File: src/sv/assert_macros.svh
// Assertion macros used by the top level of the Modbus frame builder.
// Each macro checks a property on the rising edge of clk, disabled while in reset.
`ifndef ASSERT_MACROS_SVH
`define ASSERT_MACROS_SVH

// Plain clocked property with the reset disable.
`define ASSERT_CLK(label, prop, msg) \
	label: assert property (@(posedge clk) disable iff (!arst_n) (prop)) else $error(msg);

// Implication from a condition to a property in the same cycle.
`define ASSERT_IMPL(label, cond, prop, msg) \
	label: assert property (@(posedge clk) disable iff (!arst_n) (cond) |-> (prop)) \
		else $error(msg);

// Implication from a condition to a property in the next cycle.
`define ASSERT_NEXT(label, cond, prop, msg) \
	label: assert property (@(posedge clk) disable iff (!arst_n) (cond) |=> (prop)) \
		else $error(msg);

`endif

File: src/sv/mrwfb_pkg.sv
// Shared constants and types of the Modbus RTU write frame builder.
// Depends on nothing; used by the sequencer, the CRC unit and the top level.
package mrwfb_pkg;

	// Largest register count in a multiple write; larger requests saturate.
	localparam logic [4:0] MAX_REGS = 5'd27;

	// Modbus function codes.
	localparam logic [7:0] FC_WRITE_SINGLE = 8'h06;
	localparam logic [7:0] FC_WRITE_MULTI  = 8'h10;

	// CRC-16 (Modbus) constants.
	localparam logic [15:0] CRC_INIT = 16'hFFFF;
	localparam logic [15:0] CRC_POLY = 16'hA001;

	// Frame byte positions of the fixed header.
	localparam logic [5:0] POS_SLAVE   = 6'd0;
	localparam logic [5:0] POS_FUNC    = 6'd1;
	localparam logic [5:0] POS_ADDR_HI = 6'd2;
	localparam logic [5:0] POS_ADDR_LO = 6'd3;
	localparam logic [5:0] POS_WORD_HI = 6'd4;
	localparam logic [5:0] POS_WORD_LO = 6'd5;
	localparam logic [5:0] POS_BCOUNT  = 6'd6;

	// Data bytes before the CRC: single write and fixed part of a multiple write.
	localparam logic [5:0] LEN_SINGLE     = 6'd6;
	localparam logic [5:0] LEN_MULTI_HEAD = 6'd7;

	// Control from the sequencer to the CRC unit.
	typedef struct packed {
		logic       init;
		logic       update;
		logic [7:0] data;
	} crc_ctrl_t;

endpackage

File: src/sv/modbus_rtu_write_frame_builder.sv
// Modbus RTU write request frame builder: slave register, sequencer, CRC-16 unit.
// A request is captured into the sequencer registers; each frame byte then goes to the output register.
// One byte per cycle while the output is not stalled; a frame of n bytes (8, or 9 + 2*count) holds
// the request port busy until its closing CRC byte is loaded into the output register.
// Reset (arst_n, asynchronous, active low): slave address 1, sequencer idle, no output.
`include "assert_macros.svh"

module modbus_rtu_write_frame_builder (
	input  logic        clk,
	input  logic        arst_n,
	input  logic        cfg_valid,
	output logic        cfg_ready,
	input  logic [7:0]  slave_address,
	input  logic        in_valid,
	output logic        in_stall,
	input  logic        req_type,
	input  logic [15:0] reg_address,
	input  logic [15:0] reg_value,
	input  logic [4:0]  reg_count,
	output logic        out_valid,
	input  logic        out_stall,
	output logic [7:0]  tx_byte,
	output logic        last_byte
);

	logic [7:0]           slave_q;
	logic [15:0]          crc_value;
	mrwfb_pkg::crc_ctrl_t crc_ctrl;

	// Slave address register; a write is taken in any cycle and is meant to come between frames.
	assign cfg_ready = 1'b1;

	always_ff @(posedge clk or negedge arst_n) begin
		if (!arst_n) begin
			slave_q <= 8'd1;
		end else if (cfg_valid && cfg_ready) begin
			slave_q <= slave_address;
		end
	end

	// Byte sequencer and output register.
	mrwfb_seq u_seq (
		.clk         (clk),
		.arst_n      (arst_n),
		.in_valid    (in_valid),
		.in_stall    (in_stall),
		.req_type    (req_type),
		.reg_address (reg_address),
		.reg_value   (reg_value),
		.reg_count   (reg_count),
		.slave_addr  (slave_q),
		.crc_value   (crc_value),
		.crc_ctrl    (crc_ctrl),
		.out_valid   (out_valid),
		.out_stall   (out_stall),
		.tx_byte     (tx_byte),
		.last_byte   (last_byte)
	);

	// Shared checksum unit.
	mrwfb_crc16 u_crc (
		.clk    (clk),
		.arst_n (arst_n),
		.ctrl   (crc_ctrl),
		.crc    (crc_value)
	);

	// An accepted request keeps the block busy in the following cycle.
	`ASSERT_NEXT(a_accept_busy, in_valid && !in_stall, in_stall, "request accepted but block not busy")
	// Leaving busy means the closing CRC byte has just been loaded.
	`ASSERT_IMPL(a_end_on_last, $fell(in_stall), out_valid && last_byte, "frame ended without last byte")
	// While idle, only the closing byte of a frame may still wait at the output.
	`ASSERT_IMPL(a_idle_only_last, out_valid && !in_stall, last_byte, "idle with a non-final byte pending")

endmodule

File: src/sv/mrwfb_crc16.sv
// Shared CRC-16 unit: folds one frame byte per cycle, when update is set, into the running checksum.
// Depends on mrwfb_pkg for the polynomial, initial value and control struct.
module mrwfb_crc16 (
	input  logic                  clk,
	input  logic                  arst_n,
	input  mrwfb_pkg::crc_ctrl_t  ctrl,
	output logic [15:0]           crc
);

	logic [15:0] crc_q;

	// One byte through the reflected polynomial, eight shift steps.
	function automatic logic [15:0] crc_byte(input logic [15:0] c_in, input logic [7:0] b);
		logic [15:0] c;
		c = c_in ^ {8'h00, b};
		for (int k = 0; k < 8; k++) begin
			if (c[0]) begin
				c = (c >> 1) ^ mrwfb_pkg::CRC_POLY;
			end else begin
				c = c >> 1;
			end
		end
		return c;
	endfunction

	// Running checksum register.
	always_ff @(posedge clk or negedge arst_n) begin
		if (!arst_n) begin
			crc_q <= mrwfb_pkg::CRC_INIT;
		end else if (ctrl.init) begin
			crc_q <= mrwfb_pkg::CRC_INIT;
		end else if (ctrl.update) begin
			crc_q <= crc_byte(crc_q, ctrl.data);
		end
	end

	assign crc = crc_q;

endmodule

File: src/sv/mrwfb_seq.sv
// Frame sequencer: holds one request, walks the frame byte by byte and drives
// the output register and the CRC unit. Depends on mrwfb_pkg.
module mrwfb_seq (
	input  logic                  clk,
	input  logic                  arst_n,
	input  logic                  in_valid,
	output logic                  in_stall,
	input  logic                  req_type,
	input  logic [15:0]           reg_address,
	input  logic [15:0]           reg_value,
	input  logic [4:0]            reg_count,
	input  logic [7:0]            slave_addr,
	input  logic [15:0]           crc_value,
	output mrwfb_pkg::crc_ctrl_t  crc_ctrl,
	output logic                  out_valid,
	input  logic                  out_stall,
	output logic [7:0]            tx_byte,
	output logic                  last_byte
);

	logic        busy_q;
	logic        type_q;
	logic [15:0] addr_q;
	logic [15:0] val_q;
	logic [4:0]  cnt_q;
	logic [5:0]  idx_q;
	logic        out_valid_q;
	logic [7:0]  tx_q;
	logic        last_q;

	logic        accept;
	logic        advance;
	logic [5:0]  data_len;
	logic        is_crc_lo;
	logic        is_crc_hi;
	logic [7:0]  data_byte;
	logic [7:0]  next_byte;

	assign accept  = in_valid && !busy_q;
	assign advance = busy_q && (!out_valid_q || !out_stall);

	// Number of bytes covered by the checksum.
	assign data_len  = type_q ? (mrwfb_pkg::LEN_MULTI_HEAD + {cnt_q, 1'b0})
	                          : mrwfb_pkg::LEN_SINGLE;
	assign is_crc_lo = (idx_q == data_len);
	assign is_crc_hi = (idx_q == data_len + 6'd1);

	// Frame byte at the current position.
	always_comb begin
		if (idx_q == mrwfb_pkg::POS_SLAVE) begin
			data_byte = slave_addr;
		end else if (idx_q == mrwfb_pkg::POS_FUNC) begin
			data_byte = type_q ? mrwfb_pkg::FC_WRITE_MULTI : mrwfb_pkg::FC_WRITE_SINGLE;
		end else if (idx_q == mrwfb_pkg::POS_ADDR_HI) begin
			data_byte = addr_q[15:8];
		end else if (idx_q == mrwfb_pkg::POS_ADDR_LO) begin
			data_byte = addr_q[7:0];
		end else if (idx_q == mrwfb_pkg::POS_WORD_HI) begin
			data_byte = type_q ? 8'h00 : val_q[15:8];
		end else if (idx_q == mrwfb_pkg::POS_WORD_LO) begin
			data_byte = type_q ? {3'b000, cnt_q} : val_q[7:0];
		end else if (idx_q == mrwfb_pkg::POS_BCOUNT) begin
			data_byte = {2'b00, cnt_q, 1'b0};
		end else begin
			// Repeated value: high byte at odd positions, low byte at even ones.
			data_byte = idx_q[0] ? val_q[15:8] : val_q[7:0];
		end
	end

	// The two trailing checksum bytes, low byte first.
	always_comb begin
		if (is_crc_lo) begin
			next_byte = crc_value[7:0];
		end else if (is_crc_hi) begin
			next_byte = crc_value[15:8];
		end else begin
			next_byte = data_byte;
		end
	end

	// Checksum control: restart on a new request, fold in each data byte sent.
	always_comb begin
		crc_ctrl.init   = accept;
		crc_ctrl.update = advance && !is_crc_lo && !is_crc_hi;
		crc_ctrl.data   = data_byte;
	end

	// Request capture; the count saturates on the way in.
	always_ff @(posedge clk) begin
		if (accept) begin
			type_q <= req_type;
			addr_q <= reg_address;
			val_q  <= reg_value;
			cnt_q  <= (reg_count > mrwfb_pkg::MAX_REGS) ? mrwfb_pkg::MAX_REGS : reg_count;
		end
	end

	// Sequencer control: busy flag and byte position.
	always_ff @(posedge clk or negedge arst_n) begin
		if (!arst_n) begin
			busy_q <= 1'b0;
			idx_q  <= 6'd0;
		end else if (accept) begin
			busy_q <= 1'b1;
			idx_q  <= 6'd0;
		end else if (advance) begin
			idx_q <= idx_q + 6'd1;
			if (is_crc_hi) begin
				busy_q <= 1'b0;
			end
		end
	end

	// Output register valid flag.
	always_ff @(posedge clk or negedge arst_n) begin
		if (!arst_n) begin
			out_valid_q <= 1'b0;
		end else if (advance) begin
			out_valid_q <= 1'b1;
		end else if (!out_stall) begin
			out_valid_q <= 1'b0;
		end
	end

	// Output register payload.
	always_ff @(posedge clk) begin
		if (advance) begin
			tx_q   <= next_byte;
			last_q <= is_crc_hi;
		end
	end

	assign in_stall  = busy_q;
	assign out_valid = out_valid_q;
	assign tx_byte   = tx_q;
	assign last_byte = last_q;

endmodule
File: config.mk
export PLATFORM = sky130hd
export DESIGN_NAME = modbus_rtu_write_frame_builder
export DESIGN_NICKNAME = d
export VERILOG_FILES = /design/src/sv/mrwfb_pkg.sv /design/src/sv/modbus_rtu_write_frame_builder.sv /design/src/sv/mrwfb_crc16.sv /design/src/sv/mrwfb_seq.sv
export VERILOG_INCLUDE_DIRS = /design/src /design/src/sv
export SDC_FILE = /design/constraint.sdc
export NUM_CORES = 1
export LEC_CHECK = 0
export ABC_AREA = 0
export BUFFER_PORTS_ARGS = -buffer_cell sky130_fd_sc_hd__clkbuf_2
export CORE_MARGIN = 2
export CORE_UTILIZATION = 26
export CTS_BUF_LIST = sky130_fd_sc_hd__clkbuf_4
export CTS_CLUSTER_DIAMETER = 50
export DETAILED_ROUTE_END_ITERATION = 7
export HOLD_SLACK_MARGIN = 0.02
export PLACE_DENSITY_LB_ADDON = 0.1
export SYNTH_ARGS = -nofsm -noshare
export SYNTH_HDL_FRONTEND = slang
export SYNTH_SLANG_ARGS = --single-unit
File: constraint.sdc
create_clock -name clk -period 3.85 [get_ports clk]
set_input_delay 0.385 -clock clk [delete_from_list [all_inputs] [get_ports clk]]
set_output_delay 0.385 -clock clk [all_outputs]
set_load 0.1 [all_outputs]
==> results.md, run 1 <==
* Status: finished, final reports clean
* Grt met1 use at 19.9%
* H-tree depth at 3
* WP data arrival at around 4100 ps
* Clock Sinks at just under 80
* Vias per inst at 5.11
* Via count at between 3000 and 4000
* Commonest non-fill, non-tap cell in the layout: clkbuf_2
* Antenna violations before repair at 0
* Gr ovfl total at 0
* Final WL at roughly 14 mm
* Die X at roughly 140 µm
* Measured slew at the worst slew-check pin at 862 ps
* Register area share after synthesis at 46.0%
* Post-synth EDFFs at 47
* Clk root buf: clkbuf_4
* Final slew viol count at 0
* R2R Setup Slk at 220 ps
* Die height at around 140 µm
* Syn_area_per_cell at roughly 10 µm²
* Met3 usage at under 10%
* CP max stage delay at between 400 and 500 ps
* Initial core utilization at between 20% and 30%
* Antenna diodes at 0
* Slowest library cell on the worst path: dfrtp_1
* # fillers at ~1900
* Crit share post-route at 94.4%
* Max Cap Viol at 0
* Post-synthesis register bit count at ~80
* Critical Path RT at around 4300 ps
* Final design utilization at a little under a third
* CTS clk-pin slew, worst paths at about 160 ps
* Setup ws final at approximately 220 ps
* Pre-CTS worst setup slack at about 160 ps
* Post-synthesis cell area at around 0.0049 mm²
* Slew Limit Headroom at a little over two fifths
* CP startpoint kind: register
* Post-Syn Instances at 469
* PortBufs at between 60 and 70
* Routed Antenna Nets at 0
* Met2 Use GR at about 22%
* Worst-Skew Late Latency at about 480 ps
* Tightest Hold Check Type: in2reg
* Setup TNS at 0 ps
* Layout Skew at 22.5 ps
* First-pass GRT wire length at approximately 22 mm
* Residual DRC count at 0
* Global Route Usage Sum at 14.5%
* Final Hold Fails at 0
* Synth warn at 0
* Post-synth ARST share at 40.5%
* CP Cell Sequence: inv_1 -> ha_1 -> nor3b_1 -> and2_1 -> a211oi_1 -> a211o_1 -> and3b_4 -> nor3_2 -> nor4b_1 -> o41ai_1 -> nand4_1 -> nor2_1
* # Post-CTS Setup Buffers at 0
* Share of layout cells above drive strength 1 at between 20 and 30%
* Synth Flop Type: edfxtp_1
* Final Cell Area at between 0.005 and 0.006 mm²
* Synth Net Count at around 530
* Busiest layer in global routing: met2
* Final worst path period need at 3630 ps
* CP Class: reg2reg
* Nets at ~600
* Die ar. at between 0.015 and 0.02 mm²
* TritonCTS clock tree: done
* Pin count of the biggest net entering global routing at 33
* Yosys cell types at a little over 80
* Critical path peak fanout at 9
* Vias in the first global route at between 3000 and 4000
* Layout area overhead at 16.9%
* Placed instance area at 0.00546 mm²
* Dpl hpwl at 10.4 mm
* Finish-stage setup viols at 0
* Endpoint class of the critical path: register
* 1st-iter DRT viols at about 320
* GPL Wtd Cong at approximately 0.84
* Num CTS Buffers at 9
* Drt pass-1 iters at 5
* # IOs at 63
* FMAX at ~280 MHz
* Longest Clk Path Bufs at 2
* RSZ-0062 raised after global routing: no
* FP Rows at between 40 and 50
* Most frequent cells in the layout: clkbuf_2, edfxtp_1, nor2_1
* Core area at around 0.018 mm²
* WL per Instance at between 15 and 20 µm
==> cell usage after synthesis, drive strengths merged, types with 8 or more instances <==
master	number	share of area, %
dfstp	17	9.2
mux2	11	2.6
buf	12	1.5
a21oi	32	3.3
edfxtp	47	29
nand3	13	1.3
and2	8	1.1
mux2i	12	2.5
a31oi	8	1.2
nor2	33	2.6
nor3	18	2.0
nor4b	9	1.9
a211oi	12	1.9
xor2	9	2.0
o21ai	25	2.7
dfrtp	15	7.7
nand2	33	2.6
xnor2	20	4.5
inv	14	1.1
clkbuf	20	1.5
==> per-layer routing <==
layer	up-vias	part of all wire [%]	wire [µm]
li1	1886	-	-
met1	1873	47	6620
met2	128	45	6330
met3	30	3.9	545
met4	0	3.2	447
met5	-	0	0
==> flip-flops by register name (all words and copies together) (netlist names) <==
register,flops
u_seq.addr_q,16
u_crc.crc,16
u_seq.val_q,16
u_seq.tx_byte,8
u_seq.cnt_q,5
slave_q,8
u_seq.idx_q,6
u_seq.last_byte,1
u_seq.in_stall,1
u_seq.type_q,1
u_seq.out_valid,1
==> through the flow <==
| stage | std cells | hold slack, ps |
|---|---|---|
| after floorplan | 469 | 89.4 |
| after global placement | 749 | 480 |
| after detailed placement | 749 | 482 |
| after CTS | 766 | 37.5 |
| after global routing | 766 | 31.8 |
| final | 766 | 65.6 |
==> area by class of cell <==
| class | count | area (µm²) | share of cell area, % |
|---|---|---|---|
| Inverter | 15 | 56.3 | 0.993 |
| Tap cell | 229 | 287 | 5.05 |
| Sequential cell | 79 | 2230 | 39.4 |
| Clock buffer | 9 | 67.6 | 1.19 |
| Clock inverter | 7 | 104 | 1.83 |
| Timing Repair Buffer | 84 | 480 | 8.47 |
| Multi-Input combinational cell | 343 | 2440 | 43.1 |
==> path summary, 6_finish.rpt <==
check / cells past startpoint / from / to
worst min-delay path: 1 / reg_address[8] / u_seq.addr_q[8]$_DFFE_PP_
min in group asynchronous: 2 / arst_n / slave_q[7]$_DFFE_PN0P_
max in group asynchronous: 2 / arst_n / slave_q[2]$_DFFE_PN0P_
worst max register to register: 12 / u_seq.idx_q[0]$_DFFE_PN0P_ / u_crc.crc[0]$_DFFE_PN1P_
worst max-delay path: 12 / u_seq.idx_q[0]$_DFFE_PN0P_ / u_crc.crc[0]$_DFFE_PN1P_
worst min register to register: 2 / u_crc.crc[12]$_DFFE_PN1P_ / u_crc.crc[4]$_DFFE_PN1P_
==> kinds of logic after synthesis <==
| logic type | count (synthesis) | synth area share [%] |
|---|---|---|
| other | 1 | 0.0772 |
| AOI/OAI and AO/OA | 125 | 18.1 |
| muxes | 23 | 5.03 |
| and+or+nand+nor | 159 | 18.3 |
| buffers and inverters | 47 | 4.23 |
| xor gates and xnor gates | 30 | 7.04 |
| adders and majority gates | 5 | 1.29 |
| DFF | 79 | 46.0 |
==> worst max-delay path: cells and delay by family (launching register included) <==
kind,cells,cell delay (ps)
DFF,1,470
buffers and inverters,1,160
adders and majority gates,1,410
and+or+nand+nor,7,1620
AOI/OAI and AO/OA,3,920
==> repair_timing <==
| item | in CTS | in global routing |
|---|---|---|
| hold endpoints to repair | 8 | 0 |
| resized for setup | 0 | 4 |
| endpoints found under the setup margin | 0 | 1 |
| hold buffers | 1 | 0 |
Power of run 1 is not shown: default switching activity piles up to over one toggle a cycle in this logic, so the estimate is an artifact.
==> inputs of run 2 (changes only) <==
ABC_AREA = 1   (was 0)
==> results.md, run 2 <==
* Status: finished, final reports clean
* # IOs at 63 (unchanged)
* Clock Sinks at 79 (unchanged)
* Synth warn at 0 (unchanged)
* Metal-1 WL at 5.94 mm (-10%)
* Final WL at 12.0 mm (-14%)
* Vias in the first global route at 3701 (-3.9%)
* Crit share post-route at 77.2% (-17 points)
* Gr ovfl total at 0 (unchanged)
* Layout area overhead at 15.1%
* Peak supply drop at around 430 µV
* FP Rows at 47 (-4.1%)
* Slowest library cell on the worst path: edfxtp_1
* Synth Net Count at 567 (+8.0%)
* Post-synth top area share at 31.5% (+2.5 points)
* Slew Limit Headroom at 41.9% (-0.65 points)
* Final slew viol count at 0 (unchanged)
* Psw at approximately 2.4 mW
* Post-Syn Instances at 511 (+9.0%)
* CTS clk-pin slew, worst paths at 130 ps (-30 ps)
* Top Layer Used: met4
* Residual DRC count at 0 (unchanged)
* Endpoint class of the critical path: register
* CP max stage delay at 450 ps (-20 ps)
* Int Power at roughly 2.2 mW
* Pin count of the biggest net entering global routing at 44 (+33%)
* Finish-stage setup viols at 0 (unchanged)
* P_leak at between 2 and 2.5 nW
* Final worst path period need at 2970 ps (-662 ps)
* Synth Flop Type: edfxtp_1
* Measured slew at the worst slew-check pin at 871 ps (+9.72 ps)
* Register area share after synthesis at 49.9% (+3.9 points)
* Most common cell type on the critical path: inv_1
* Multi-input logic area at 0.00199 mm² (-19%)
* Vias per inst at 4.62 (-9.7%)
* # fillers at 1830 (-4.0%)
* First-pass GRT wire length at 19.9 mm (-9.2%)
* Setup TNS at 0 ps (unchanged)
* Sequential share of power at 29.5%
* Max Cap Viol at 0 (unchanged)
* Register area at 0.00223 mm² (unchanged)
* RSZ-0062 raised after global routing: no
* CP Cell Sequence: inv_1 -> ha_1 -> inv_1 -> nand2_1 -> o21ai_0 -> nand3_1 -> xor2_1 -> o21ai_0 -> or2_2 -> nand3_2 -> nand3_2 -> inv_1 -> nor2_1 -> buf_4 -> a22oi_1
* Dpl hpwl at 9.30 mm (-11%)
* # Post-CTS Setup Buffers at 0 (unchanged)
* Layout Skew at 18.5 ps (-4.04 ps)
* Pwr/cell area at between 800 and 900 mW/mm²
* 1st-iter DRT viols at 285 (-9.8%)
* Yosys cell types at 39 (-53%)
* Most numerous cell in the Yosys netlist: nand2_1
* Setup ws final at 879 ps (+662 ps)
* Syn_area_per_cell at 8.76 µm² (-15%)
* Most frequent cells in the layout: nand2_1, clkbuf_2, edfxtp_1
* Post-synth ARST share at 40.5% (unchanged)
* PortBufs at 61 (unchanged)
* Initial core utilization at 26.8% (+0.054 points)
* Clock share of power at 9.9%
* WP data arrival at 3350 ps (-700 ps)
* Top post-synthesis cells by count: nand2_1, edfxtp_1, nand3_1, nor2_1, inv_1
* Critical Path RT at 4230 ps (-30 ps)
* Metal3 WL at 683 µm (+25%)
* Critical path peak fanout at 12 (+3)
* WL met2 at 5.18 mm (-18%)
* Tightest Hold Check Type: in2async
* Switching part of the total at between 50 and 60%
* Pre-CTS worst setup slack at 892 ps (+729 ps)
* Die height at 135 µm (-3.9%)
* Routed Antenna Nets at 0 (unchanged)
* Post-synth EDFFs at 47 (unchanged)
* Synth top area cells: edfxtp_1, nand2_1, dfstp_2, dfrtp_1, nand3_1
* Synth area leader: edfxtp_1
* Worst-Skew Late Latency at 450 ps (-30 ps)
* Num CTS Buffers at 9 (unchanged)
* Buffers & Inverters on Critical Path at 4 (+3)
* Core area at 0.0167 mm² (-8.0%)
* CP Class: reg2reg
* Drt pass-1 iters at 5 (unchanged)
* Global Route Usage Sum at 14.2% (-0.26 points)
* Share of layout cells above drive strength 1 at 27.4% (-0.94 points)
* Die ar. at 0.0183 mm² (-7.6%)
* Nets at 632 (+7.5%)
* TritonCTS clock tree: done
* GPL Wtd Cong at 0.887 (+5.2%)
* R2R Setup Slk at 880 ps (+660 ps)
* H-tree depth at 3 (unchanged)
* Comb pwr share at ~61%
* Post-synthesis cell area at 0.00448 mm² (-7.8%)
* Commonest non-fill, non-tap cell in the layout: nand2_1
* Hold slack at 35.8 ps (-29.8 ps)
* FMAX at 337 MHz (+22%)
* Longest Clk Path Bufs at 2 (unchanged)
* Hold-fix buffers at CTS at 0 (-1)
* Clk root buf: clkbuf_4
* Via count at 3703 (-5.5%)
* Cts repair resizes at 0 (unchanged)
* Crit-path leading delay family: simple AND/OR/NAND/NOR gates
* Antenna violations before repair at 1 (+1)
* Die X at 135 µm (-3.9%)
* Final Hold Fails at 0 (unchanged)
* Post-synthesis register bit count at 79 (unchanged)
* WL per Instance at 15.0 µm (-18%)
* CP startpoint kind: register
[run 2: path summary, 6_finish.rpt]
| kind | from | to | depth (start not counted) |
|---|---|---|---|
| max in group asynchronous | arst_n | slave_q[2]$_DFFE_PN0P_ | 1 |
| setup / recovery | u_seq.cnt_q[0]$_SDFFCE_PN1P_ | u_crc.crc[8]$_DFFE_PN1P_ | 15 |
| hold reg to reg | u_seq.out_valid$_DFFE_PN0P_ | u_seq.out_valid$_DFFE_PN0P_ | 2 |
| hold / removal | arst_n | slave_q[5]$_DFFE_PN0P_ | 1 |
| min in group clk | reg_address[7] | u_seq.addr_q[7]$_DFFE_PP_ | 1 |
| setup reg to reg | u_seq.cnt_q[0]$_SDFFCE_PN1P_ | u_crc.crc[8]$_DFFE_PN1P_ | 15 |
[run 2: cells by family after synthesis]
kind of cell / count (synthesis) / share of synthesized area (%)
flops: 79 / 49.9
compound gates: 79 / 10.0
xor+xnor: 6 / 1.17
simple gates: 270 / 29.9
mux: 7 / 1.76
buf+inv: 64 / 5.81
fa+ha+maj: 5 / 1.40
other cells: 1 / 0.0838
[run 2: final cells by class]
cell class | count | share of cell area (%)
Antenna cell | 1 | 0.0486
Clock buffer | 12 | 1.75
Clock inverter | 4 | 0.461
Inverter | 52 | 3.79
Multi-Input combinational cell | 368 | 38.6
Sequential cell | 79 | 43.3
Tap cell | 220 | 5.34
Timing Repair Buffer | 66 | 6.65
[run 2: power groups by stage]
stage / clock, mW / sequential [mW] / combinational [mW]
after CTS: 0.478 / 1.35 / 2.78
final: 0.450 / 1.35 / 2.77
after global routing: 0.517 / 1.38 / 3.11
after global placement: 0 / 1.37 / 2.77
after detailed placement: 0 / 1.37 / 2.78
after floorplan: 0 / 1.68 / 1.85
[run 2: through the flow]
step           util (%)  instance area [µm²]  cells  power [mW]
2_1_floorplan         -                 4480    511        3.52
3_3_place_gp       30.2                 5040    785        4.15
3_5_place_dp       30.2                 5040    785        4.15
4_1_cts            30.8                 5150    801        4.62
5_1_grt            30.9                 5150    802        5.01
6_report           30.9                 5150    802        4.57
[run 2: worst register-to-register path, stage by stage, from the launching register on]
cell and delay [ps]:
edfxtp_1 450, inv_1 90, ha_1 210, inv_1 70, nand2_1 80, o21ai_0 150
nand3_1 100, xor2_1 180, o21ai_0 110, or2_2 290, nand3_2 170, nand3_2 170
inv_1 320, nor2_1 100, buf_4 200, a22oi_1 200
[run 2: per-layer routing]
| metal | vias up | track usage (%) |
|---|---|---|
| met2 | 103 | 21.1 |
| met1 | 1734 | 20.5 |
| met5 | - | 0 |
| met4 | 0 | 5.21 |
| li1 | 1855 | - |
| met3 | 11 | 2.81 |
(Power assumes the default switching activity.)
